<file path="src/rtl/sfd_pkg.sv">
// sfd_pkg: shared types and constants of the serial packet framer/deframer
// depends on nothing; imported by the core, the checker and the testbench

package sfd_pkg;

   // request actions
   localparam logic [2:0] ACT_RX_BYTE  = 3'd0;
   localparam logic [2:0] ACT_LINE_IDLE = 3'd1;
   localparam logic [2:0] ACT_LOAD     = 3'd2;
   localparam logic [2:0] ACT_TX_START = 3'd3;
   localparam logic [2:0] ACT_TX_READY = 3'd4;

   // response kinds
   localparam logic [1:0] KIND_NONE     = 2'd0;
   localparam logic [1:0] KIND_LINE     = 2'd1;
   localparam logic [1:0] KIND_PAYLOAD  = 2'd2;
   localparam logic [1:0] KIND_COMPLETE = 2'd3;

   // line markers
   localparam logic [7:0] MARK_PING  = 8'hA8;
   localparam logic [7:0] MARK_START = 8'hAE;
   localparam logic [7:0] MARK_END   = 8'hAB;

   typedef enum logic [3:0] {
      RX_HUNT  = 4'b0001,
      RX_LEN   = 4'b0010,
      RX_DATA  = 4'b0100,
      RX_CHECK = 4'b1000
   } rx_phase_type;

   typedef enum logic [2:0] {
      TX_LEN  = 3'b001,
      TX_DATA = 3'b010,
      TX_END  = 3'b100
   } tx_phase_type;

   // one response held in the output stage
   typedef struct packed {
      logic [1:0] kind;
      logic [7:0] out_byte;
      logic [7:0] position;
      logic [7:0] packet_length;
      logic       tx_busy;
      logic       use_ram;   // out_byte comes from the buffer read port
   } rsp_type;

endpackage

</file>
<file path="src/rtl/sfd_ram.sv">
// sfd_ram: generic single-write, single-read ram with registered read data
// no dependencies

module sfd_ram #(
   parameter int WIDTH = 8,
   parameter int DEPTH = 256
) (
   input  logic                     clock,
   input  logic                     wr_en,
   input  logic [$clog2(DEPTH)-1:0] wr_addr,
   input  logic [WIDTH-1:0]         wr_data,
   input  logic                     rd_en,
   input  logic [$clog2(DEPTH)-1:0] rd_addr,
   output logic [WIDTH-1:0]         rd_data
);

   logic [WIDTH-1:0] mem_ff [DEPTH];
   logic [WIDTH-1:0] rd_data_ff;

   always_ff @(posedge clock) begin
      if (wr_en) begin
         mem_ff[wr_addr] <= wr_data;
      end
      if (rd_en) begin
         rd_data_ff <= mem_ff[rd_addr];
      end
   end

   assign rd_data = rd_data_ff;

endmodule

</file>
<file path="src/rtl/serial_packet_framer_deframer_core.sv">
// serial_packet_framer_deframer_core: receive deframer and transmit framer
// depends on sfd_pkg and sfd_ram
//
// usage:
//   req_ channel carries one event per transfer: a received line byte, a
//   line-idle event, a load into the transmit buffer, a transmit start or a
//   transmitter-ready event. every request gives exactly one response on the
//   rsp_ channel (kind 0 when there is nothing to report).
//   the response is registered: the response of a request taken at edge t is
//   valid after that edge. a new request is taken every cycle as long as
//   the response stage is empty or its response is taken in the same cycle,
//   so sustained throughput is one request per cycle.
//   the transmit buffer is a ram with registered read data; a payload byte
//   is read when the ready event is taken and lands beside the response.
//   a load taken in one cycle is visible to a read in the next.
//   when the receiver stalls rsp_ready low, the response holds and req_ready
//   drops until it is taken.
//   reset (synchronous) puts the receiver in hunt and the transmitter idle;
//   buffer contents are kept and are undefined until loaded.

module serial_packet_framer_deframer_core #(
   parameter int TX_BUFFER_DEPTH = 256
) (
   input  logic       clock,
   input  logic       reset,
   input  logic       req_valid,
   output logic       req_ready,
   input  logic [2:0] req_action,
   input  logic [7:0] req_byte_value,
   input  logic [7:0] req_load_index,
   input  logic [7:0] req_tx_length,
   output logic       rsp_valid,
   input  logic       rsp_ready,
   output logic [1:0] rsp_kind,
   output logic [7:0] rsp_out_byte,
   output logic [7:0] rsp_position,
   output logic [7:0] rsp_packet_length,
   output logic       rsp_tx_busy
);

   import sfd_pkg::*;

   localparam int AW = $clog2(TX_BUFFER_DEPTH);

   typedef logic [AW-1:0] addr_table_type [256];

   // byte index to buffer address, index taken modulo the depth
   function automatic addr_table_type build_addr_table();
      addr_table_type t;
      for (int i = 0; i < 256; i++) begin
         t[i] = AW'(i % TX_BUFFER_DEPTH);
      end
      return t;
   endfunction

   localparam addr_table_type ADDR_TABLE = build_addr_table();

   rx_phase_type rx_phase_ff, rx_phase_in;
   logic [7:0]   rx_remaining_ff, rx_remaining_in;
   logic [7:0]   rx_count_ff, rx_count_in;
   logic [7:0]   rx_position_ff, rx_position_in;
   tx_phase_type tx_phase_ff, tx_phase_in;
   logic [7:0]   tx_count_ff, tx_count_in;
   logic [7:0]   tx_position_ff, tx_position_in;
   logic         tx_active_ff, tx_active_in;

   logic         rsp_valid_ff, rsp_valid_in;
   rsp_type      rsp_ff, rsp_in;

   logic         accept;
   logic         ram_wr_en;
   logic         ram_rd_en;
   logic [7:0]   ram_rd_data;
   logic [7:0]   rx_remaining_dec;
   logic [7:0]   tx_position_inc;

   assign req_ready = !rsp_valid_ff || rsp_ready;
   assign accept    = req_valid && req_ready;

   assign rx_remaining_dec = rx_remaining_ff - 8'd1;
   assign tx_position_inc  = tx_position_ff + 8'd1;

   always_comb begin
      rx_phase_in     = rx_phase_ff;
      rx_remaining_in = rx_remaining_ff;
      rx_count_in     = rx_count_ff;
      rx_position_in  = rx_position_ff;
      tx_phase_in     = tx_phase_ff;
      tx_count_in     = tx_count_ff;
      tx_position_in  = tx_position_ff;
      tx_active_in    = tx_active_ff;
      ram_wr_en       = 1'b0;
      ram_rd_en       = 1'b0;
      rsp_in          = '0;

      if (accept) begin
         unique case (req_action)
            ACT_RX_BYTE: begin
               unique case (rx_phase_ff)
                  RX_HUNT: begin
                     if (req_byte_value == MARK_PING) begin
                        rsp_in.kind     = KIND_LINE;
                        rsp_in.out_byte = MARK_PING;
                     end else if (req_byte_value == MARK_START) begin
                        rx_phase_in = RX_LEN;
                     end
                  end
                  RX_LEN: begin
                     rx_count_in     = req_byte_value;
                     rx_remaining_in = req_byte_value;
                     rx_position_in  = 8'd0;
                     rx_phase_in     = (req_byte_value == 8'd0) ? RX_CHECK : RX_DATA;
                  end
                  RX_DATA: begin
                     rsp_in.kind     = KIND_PAYLOAD;
                     rsp_in.out_byte = req_byte_value;
                     rsp_in.position = rx_position_ff;
                     rx_position_in  = rx_position_ff + 8'd1;
                     rx_remaining_in = rx_remaining_dec;
                     if (rx_remaining_dec == 8'd0) begin
                        rx_phase_in = RX_CHECK;
                     end
                  end
                  RX_CHECK: begin
                     rsp_in.kind          = KIND_COMPLETE;
                     rsp_in.packet_length = rx_count_ff;
                     rx_phase_in          = RX_HUNT;
                  end
                  default: begin
                     rx_phase_in = RX_HUNT;
                  end
               endcase
            end
            ACT_LINE_IDLE: begin
               rx_phase_in = RX_HUNT;
            end
            ACT_LOAD: begin
               ram_wr_en = 1'b1;
            end
            ACT_TX_START: begin
               tx_phase_in     = TX_LEN;
               tx_count_in     = req_tx_length;
               tx_position_in  = 8'd0;
               tx_active_in    = 1'b1;
               rsp_in.kind     = KIND_LINE;
               rsp_in.out_byte = MARK_START;
            end
            ACT_TX_READY: begin
               if (tx_active_ff) begin
                  rsp_in.kind = KIND_LINE;
                  unique case (tx_phase_ff)
                     TX_LEN: begin
                        rsp_in.out_byte = tx_count_ff;
                        tx_phase_in     = (tx_count_ff != 8'd0) ? TX_DATA : TX_END;
                     end
                     TX_DATA: begin
                        ram_rd_en      = 1'b1;
                        rsp_in.use_ram = 1'b1;
                        tx_position_in = tx_position_inc;
                        if (tx_position_inc == tx_count_ff) begin
                           tx_phase_in = TX_END;
                        end
                     end
                     TX_END: begin
                        rsp_in.out_byte = MARK_END;
                        tx_active_in    = 1'b0;
                     end
                     default: begin
                        rsp_in.out_byte = MARK_END;
                        tx_active_in    = 1'b0;
                     end
                  endcase
               end
            end
            default: begin
               // unknown actions change nothing
            end
         endcase
         rsp_in.tx_busy = tx_active_in;
      end
   end

   // a taken request always fills the response stage
   always_comb begin
      if (accept) begin
         rsp_valid_in = 1'b1;
      end else if (rsp_ready) begin
         rsp_valid_in = 1'b0;
      end else begin
         rsp_valid_in = rsp_valid_ff;
      end
   end

   always_ff @(posedge clock) begin
      if (reset) begin
         rx_phase_ff     <= RX_HUNT;
         rx_remaining_ff <= 8'd0;
         rx_count_ff     <= 8'd0;
         rx_position_ff  <= 8'd0;
         tx_phase_ff     <= TX_LEN;
         tx_count_ff     <= 8'd0;
         tx_position_ff  <= 8'd0;
         tx_active_ff    <= 1'b0;
         rsp_valid_ff    <= 1'b0;
      end else begin
         rx_phase_ff     <= rx_phase_in;
         rx_remaining_ff <= rx_remaining_in;
         rx_count_ff     <= rx_count_in;
         rx_position_ff  <= rx_position_in;
         tx_phase_ff     <= tx_phase_in;
         tx_count_ff     <= tx_count_in;
         tx_position_ff  <= tx_position_in;
         tx_active_ff    <= tx_active_in;
         rsp_valid_ff    <= rsp_valid_in;
      end
   end

   always_ff @(posedge clock) begin
      if (accept) begin
         rsp_ff <= rsp_in;
      end
   end

   sfd_ram #(
      .WIDTH (8),
      .DEPTH (TX_BUFFER_DEPTH)
   ) u_tx_store (
      .clock   (clock),
      .wr_en   (ram_wr_en),
      .wr_addr (ADDR_TABLE[req_load_index]),
      .wr_data (req_byte_value),
      .rd_en   (ram_rd_en),
      .rd_addr (ADDR_TABLE[tx_position_ff]),
      .rd_data (ram_rd_data)
   );

   assign rsp_valid         = rsp_valid_ff;
   assign rsp_kind          = rsp_ff.kind;
   assign rsp_out_byte      = rsp_ff.use_ram ? ram_rd_data : rsp_ff.out_byte;
   assign rsp_position      = rsp_ff.position;
   assign rsp_packet_length = rsp_ff.packet_length;
   assign rsp_tx_busy       = rsp_ff.tx_busy;

endmodule

</file>
<file path="config.mk">
export PLATFORM = sky130hd
export DESIGN_NAME = serial_packet_framer_deframer_core
export DESIGN_NICKNAME = d
export VERILOG_FILES = /design/src/rtl/sfd_pkg.sv /design/src/rtl/sfd_ram.sv /design/src/rtl/serial_packet_framer_deframer_core.sv
export SDC_FILE = /design/constraint.sdc
export NUM_CORES = 2
export LEC_CHECK = 0
export BUFFER_PORTS_ARGS = -buffer_cell sky130_fd_sc_hd__buf_2
export CAP_MARGIN = 20
export CELL_PAD_IN_SITES_DETAIL_PLACEMENT = 1
export CELL_PAD_IN_SITES_GLOBAL_PLACEMENT = 2
export CORE_UTILIZATION = 52
export CTS_BUF_LIST = sky130_fd_sc_hd__clkbuf_4
export DETAILED_ROUTE_END_ITERATION = 10
export GPL_TIMING_DRIVEN = 0
export PLACE_DENSITY_LB_ADDON = 0.1
export SLEW_MARGIN = 20
export SYNTH_ARGS = -nofsm -noshare
export SYNTH_HDL_FRONTEND = slang
export SYNTH_SLANG_ARGS = --single-unit
</file>
<file path="constraint.sdc">
create_clock -name clock -period 3.32 [get_ports clock]
set_clock_uncertainty 0.2 [all_clocks]
set_input_delay 0.166 -clock clock [delete_from_list [all_inputs] [get_ports clock]]
set_output_delay 0.166 -clock clock [all_outputs]
set_load 0.01 [all_outputs]
</file>
# [Word-level counts from Yosys, hierarchy flattened]
# Memories as Yosys holds them, arrays and structs flattened. A register that Yosys moved wholly into a read port is not among the register bits.
# Index checks and enable logic that the tools add are counted.
[word_totals] ramBits=2048 ff_bits=77 n_memories=3 elab_cells=105 rom_bits=4096
[op_classes] order_cmp=2 bitwise_logic=2 add_sub_neg=3 n_eq_ne=20 muxes=40 n_reduce_logical=20
[mem_list] memory="(no name shown)" depth=256 width=8 rd=1 rd_ports_with_merged_regs=0 wr=0 line="serial_packet_framer_deframer_core.sv:233" text=".rd_addr (ADDR_TABLE[tx_position_ff]),"
[mem_list] memory="(no name shown)" depth=256 width=8 rd=1 rd_ports_with_merged_regs=0 wr=0 line="serial_packet_framer_deframer_core.sv:230" text=".wr_addr (ADDR_TABLE[req_load_index]),"
[mem_list] memory="u_tx_store.mem_ff" depth=256 width=8 rd=1 rd_ports_with_merged_regs=1 wr=1 line="sfd_ram.sv:17" text="logic [WIDTH-1:0] mem_ff [DEPTH];"
[op_table] cell="case mux 8 bit (2 select lines)" count=5
[op_table] cell="2-to-1 mux 8 bit" count=7
[op_table] cell="case mux 10 bit (3 select lines)" count=1
[op_table] cell="greater-or-equal comparator 9 bit (second input constant)" count=2
[op_table] cell="2-to-1 mux 9 bit" count=2
[op_table] cell="inverter 8 -> 9 bit" count=2
[op_table] cell="adder 8 x 1 -> 8 bit (second input constant)" count=2
[op_table] cell="equality test 8 bit (second input constant)" count=2
[op_table] cell="zero test 8 bit" count=2
[op_table] cell="2-to-1 mux 4 bit" count=4
[op_table] cell="2-to-1 mux 1 bit" count=12
[op_table] cell="inequality test 3 bit (second input constant)" count=4
[op_table] cell="case mux 3 bit (2 select lines)" count=2
[op_table] cell="case mux 4 bit (3 select lines)" count=1
[op_table] cell="AND reduction 5 bit" count=2
[op_table] cell="equality test 3 x 2 -> 1 bit (second input constant)" count=3
[op_table] cell="2-to-1 mux 3 bit" count=3
[op_table] cell="equality test 8 bit" count=1
[op_table] cell="case mux 4 bit (2 select lines)" count=1
[op_table] cell="nonzero test 2 bit" count=4
[op_table] cell="nonzero test 8 bit" count=1
[op_table] cell="subtractor 8 x 1 -> 8 bit (second input constant)" count=1
[op_table] cell="equality test 3 x 1 -> 1 bit (second input constant)" count=2
[op_table] cell="case mux 2 bit (3 select lines)" count=1
[op_table] cell="16 further kinds" count=20

# [Depth between registers and ports, before layout]
[depth] word_depth=6 mapped_depth=13

# [Cells and area by module]
# From an unflattened synthesis, not the netlist that was laid out.
[hier_totals] hier_cells=4166 hier_area_um2=83602.7
[modules_own_cells] mod="sfd_ram" area_per_inst_um2=79636.4 seq_area_each_um2=61739.2 instances=1 cells_each=3733
[modules_own_cells] mod="serial_packet_framer_deframer_core" area_per_inst_um2=3966.3 seq_area_each_um2=1821.7 instances=1 cells_each=433

# [Worst setup path after synthesis]
# No wires, ideal clock.
[synth_timing] path_type="register -> register" startpoint="register rsp_valid_ff, in the netlist rsp_valid" endpoint="memory u_tx_store.mem_ff[215][0], enable pin" path_stages_with_launch=8 n_path_buf=1 path_slack_ns=0.275 arrival_ns=2.475 cell_sequence="dfxtp_1 nand2b_1 nand2_1 or4b_2 nor3b_1 nand3_1 clkbuf_1 nor2_1"
[synth_via] elab_chain_len=6
[synth_rtl] element="start: declaration" line="serial_packet_framer_deframer_core.sv:67" text="logic rsp_valid_ff, rsp_valid_in;"
[synth_rtl] element="start signal: assignment" line="serial_packet_framer_deframer_core.sv:214" text="rsp_valid_ff <= rsp_valid_in;"
[synth_rtl] element="zero test 1 bit" line="serial_packet_framer_deframer_core.sv:77" text="assign req_ready = !rsp_valid_ff || rsp_ready;"
[synth_rtl] element="logical OR 1 bit" line="serial_packet_framer_deframer_core.sv:77"
[synth_rtl] element="net req_ready" line="serial_packet_framer_deframer_core.sv:27" text="output logic req_ready,"
[synth_rtl] element="logical AND 1 bit" line="serial_packet_framer_deframer_core.sv:78" text="assign accept = req_valid && req_ready;"
[synth_rtl] element="2-to-1 mux 1 bit" line="serial_packet_framer_deframer_core.sv:96" text="if (accept) begin"
[synth_rtl] element="2-to-1 mux 1 bit" line="sfd_ram.sv:21" text="if (wr_en) begin"
[synth_rtl] element="2-to-1 mux 1 bit (not written as such)" line="sfd_ram.sv:22" text="mem_ff[wr_addr] <= wr_data;"
[synth_rtl] element="end: declaration" line="sfd_ram.sv:17"
# The timed path passes the listed nets, and every way through them passes these cells.

# [Final worst setup path]
[layout_timing] startpoint="register tx_position_ff[1]" endpoint="register u_tx_store.rd_data_ff[5], in the netlist u_tx_store.rd_data[5] (read register of u_tx_store.mem_ff), data pin"
[layout_via] elab_chain_len=4
[layout_rtl] element="start: declaration" line="serial_packet_framer_deframer_core.sv:64" text="logic [7:0] tx_position_ff, tx_position_in;"
[layout_rtl] element="start signal: assignment" line="serial_packet_framer_deframer_core.sv:212" text="tx_position_ff <= tx_position_in;"
[layout_rtl] element="inverter 8 -> 9 bit (not written as such)" line="serial_packet_framer_deframer_core.sv:233"
[layout_rtl] element="memory read (256 x 8 bit)"
[layout_rtl] element="2-to-1 mux 8 bit (not written as such) (2 in series)" line="serial_packet_framer_deframer_core.sv:233"
[layout_rtl] element="end: declaration" line="sfd_ram.sv:18" text="logic [WIDTH-1:0] rd_data_ff;"
# No other way between the ends. The select of a mux whose other input is x is not followed.
# A chain may end at the register's enable or synchronous reset.

==> implementation parameters <==
Parameter                              Value

Drt
  Initial DRC count    10800
  Antenna-violating nets left    0
  Final routed wire length divided by cell count    48.4 um
  Post-route DRC    0
  Drt pass-1 iters    8
  Post-detailed-routing wire length    386 mm
  Number of vias in the routed layout    56500
  Avg Vias per Cell    7.09

GRT
  Maximum number of pins on one net before global-route repair    129
  GR Overflow Total    0
  Global Route Usage Sum    0.472
  Antenna violations before repair    36
  Vias in the first global route    54300
  Wire length of the first global-routing pass    496 mm

Logic synthesis
  Post-synth top area cell    sky130_fd_sc_hd__edfxtp_1
  Post-synthesis register bit count    2133
  Top FF cell, synth    sky130_fd_sc_hd__edfxtp_1
  Warnings, synthesis    0
  Count of flip-flops with a built-in enable after synthesis    2084
  Synth Area per Inst    19.1 sq um
  Post-Synthesis Net Count    4456
  Share of the synthesized area in the top cell type    0.741
  Portion of the post-synthesis area used by sequential elements    0.753
  Top area cells in the synthesized netlist    sky130_fd_sc_hd__edfxtp_1 74%, sky130_fd_sc_hd__mux4_2 10%, sky130_fd_sc_hd__mux2i_1 4.1%, sky130_fd_sc_hd__nor2_1 1.6%, sky130_fd_sc_hd__dfxtp_1 1.2%
  Share of flip-flops with an asynchronous set or reset after synthesis    0
  Count of mapped cells out of synthesis    4421
  Distinct cell type count of the synthesized netlist    76
  Area of the mapped netlist    84400 sq um

STA
  Peak clock frequency supported by timing    0.251 GHz
  Relative slew margins    0.0413
  Number of endpoints with negative hold slack in the final report    0
  Actual slew at the worst max-slew pin    1.43 ns
  PnR worst setup slack    -0.663 ns
  Final critical-path share of the clock period    1.20
  Clock period minus worst slack    3.98 ns
  Setup repair after global routing missed its margin    true
  Worst hold slack across all endpoints    0.0568 ns
  Max-slew violations    0
  Final setup violation count    8

Pwr
  Leakage power summed over all cells    33.0 nW
  Power density over the cells    515 nW/um^2
  Total Power Consumption    53.7 mW
  Worst vdd ir    0.461 mV

Placed design
  Setup slack after placement    -2.79 ns
  Gpl congestion    1.02
  Number of port buffers    57
  Estimated wirelength of the detail-placed design    240 mm
  Dpl cell area    89100 sq um

Critical path
  Largest driver fanout on the critical path    10
  Critical setup path kind    register to register
  Worst Setup End Kind    register
  Startpoint kind of the worst setup timing path    register
  Critical Path RT    4.26 ns
  Endpoint arrival time on the critical path    4.92 ns

Clocking
  Buffer depth of the longest clock path    4
  Clock insertion delay at the later pin of the skew report    1.48 ns
  Clock-pin slew of the registers on the worst-case setup and hold paths    0.07 ns
  Number of CTS-inserted buffers    566
  Clock H-tree levels    6
  Clock Root Buffer    sky130_fd_sc_hd__clkbuf_4
  TritonCTS clock tree    built
  Number of sinks driven by the clock tree    2133

Layout
  Final core utilization    0.647
  Ratio of cells with drive above 1 in the final layout    0.398
  Layout fillers    13600
  Post-route standard cell area excluding fillers    104000 sq um
  Area used by sequential logic in the layout    63600 sq um
  Most frequent standard cell in the layout excluding fill and tap cells    sky130_fd_sc_hd__edfxtp_1
  Growth of design area from synthesis to finish    23.4%
  Commonest cells after routing, fill and taps aside    2084 x sky130_fd_sc_hd__edfxtp_1, 817 x sky130_fd_sc_hd__clkbuf_4, 376 x sky130_fd_sc_hd__mux4_2
  Area used by multi-input combinational logic    21900 sq um
  Final net count    5460

Floorplan
  Starting density of the core    0.524
  Top-Level Pins    60
  Die span in x    405 um
  Core Rows    147
  Die outline area    164000 sq um
  Placeable core region    161000 sq um
  DIE HEIGHT    405 um

Run status
  Outcome    complete, but fails checks
  Failing checks    negative setup slack

Run
  Number of violations of the max-capacitance limit    0

Min path
  Hold Path Class    input port to register
## routing by layer
layer | part of all wire | global-route usage | up-vias
met3 | 0.16 | 0.213 | 1378
met2 | 0.42 | 0.650 | 5549
met1 | 0.33 | 0.591 | 29100
li1 | - | - | 20400
met5 | 0.00038 | 0 | -
met4 | 0.085 | 0.334 | 24
## final timing paths
| path | from | cells past startpoint | endpoint | slack, ns |
|---|---|---|---|---|
| max reg2reg | tx_position_ff[1] | 10 | u_tx_store.rd_data[5] | -0.66 |
| max | tx_position_ff[1] | 10 | u_tx_store.rd_data[5] | -0.66 |
| min reg2reg | rx_count_ff[0] | 2 | rx_count_ff[0] | 0.28 |
| min | req_load_index[5] | 6 | u_tx_store.mem_ff[229][0] | 0.06 |
## worst max-delay path, cell delays in order (launching register included)
cell and delay, ns:
sky130_fd_sc_hd__dfxtp_2 0.39, sky130_fd_sc_hd__buf_8 0.21, sky130_fd_sc_hd__nor2b_2 0.30, sky130_fd_sc_hd__buf_4 0.34, sky130_fd_sc_hd__clkbuf_4 0.35, sky130_fd_sc_hd__buf_16 0.21
sky130_fd_sc_hd__a221oi_1 0.11, sky130_fd_sc_hd__nor3_1 0.29, sky130_fd_sc_hd__a211o_1 0.18, sky130_fd_sc_hd__nand4_1 0.53, sky130_fd_sc_hd__a32o_2 0.55
## flip-flops by register name, indices dropped and copies added (netlist names)
name	count
tx_phase_ff	3
rsp_tx_busy	1
u_tx_store.rd_data	8
rsp_packet_length	8
rx_count_ff	8
tx_count_ff	8
rsp_kind	2
u_tx_store.mem_ff	2048
rx_remaining_ff	8
rsp_valid	1
tx_active_ff	1
rx_phase_ff	4
rsp_position	8
rsp_ff	9
tx_position_ff	8
rx_position_ff	8
## cell type report
class | instances | share of cell area
clock buffers | 790 | 0.0569
repair buffers | 439 | 0.0522
clock inverters | 138 | 0.00718
plain buffers | 285 | 0.0365
multi-input cells | 1986 | 0.210
inverters | 14 | 0.000601
well taps | 2160 | 0.0259
diodes | 24 | 0.000577
flip-flops and latches | 2133 | 0.610
## cell usage after synthesis, types with 9 or more instances
cell type / count
sky130_fd_sc_hd__a211oi_1: 22
sky130_fd_sc_hd__a21oi_1: 107
sky130_fd_sc_hd__a221o_1: 26
sky130_fd_sc_hd__a221oi_1: 42
sky130_fd_sc_hd__a22oi_1: 57
sky130_fd_sc_hd__a31oi_1: 15
sky130_fd_sc_hd__and2_1: 19
sky130_fd_sc_hd__and3_1: 17
sky130_fd_sc_hd__buf_1: 22
sky130_fd_sc_hd__buf_2: 56
sky130_fd_sc_hd__buf_4: 46
sky130_fd_sc_hd__buf_6: 40
sky130_fd_sc_hd__clkbuf_1: 117
sky130_fd_sc_hd__dfxtp_1: 49
sky130_fd_sc_hd__edfxtp_1: 2084
sky130_fd_sc_hd__inv_1: 13
sky130_fd_sc_hd__mux2_2: 34
sky130_fd_sc_hd__mux2i_1: 343
sky130_fd_sc_hd__mux4_2: 376
sky130_fd_sc_hd__nand2_1: 138
sky130_fd_sc_hd__nand2b_1: 16
sky130_fd_sc_hd__nand3_1: 60
sky130_fd_sc_hd__nand4_1: 14
sky130_fd_sc_hd__nor2_1: 359
sky130_fd_sc_hd__nor2b_1: 19
sky130_fd_sc_hd__nor3_1: 29
sky130_fd_sc_hd__nor4_1: 11
sky130_fd_sc_hd__o211ai_1: 9
sky130_fd_sc_hd__o21ai_0: 85
sky130_fd_sc_hd__o221ai_1: 26
sky130_fd_sc_hd__o22ai_1: 34
sky130_fd_sc_hd__or3_1: 9
## through the flow
step	TNS, ns	instances
floorplan	0	4421
global placement	-6143.41	6638
detailed placement	-1345.51	6697
CTS	-7.40	7891
global route	-3.61	7949
finish	-4.39	7969
## where the power goes
group,switching [mW],total (mW),internal [mW]
clock,11.5,23.1,11.5
sequential,0.0113,29.5,29.5
combinational,0.826,1.07,0.245
## cells by family after synthesis
group / count (synthesis) / share of synthesized area
compound gates: 494 / 0.0404
xor+xnor: 15 / 0.00156
fa+ha+maj: 4 / 0.000593
buf+inv: 302 / 0.0210
flops: 2133 / 0.753
mux: 753 / 0.146
simple gates: 720 / 0.0379
## repair_timing
action                                   CTS  global route
hold buffers                              92             1
pin swaps                                 49            38
buffers inserted                         173            50
resized for setup                       1058           129
gates cloned                               4             2
endpoints found under the setup margin  2019          1814
endpoints found under the hold margin   3907             2
Note: power is estimated with default switching activity, not from simulation.
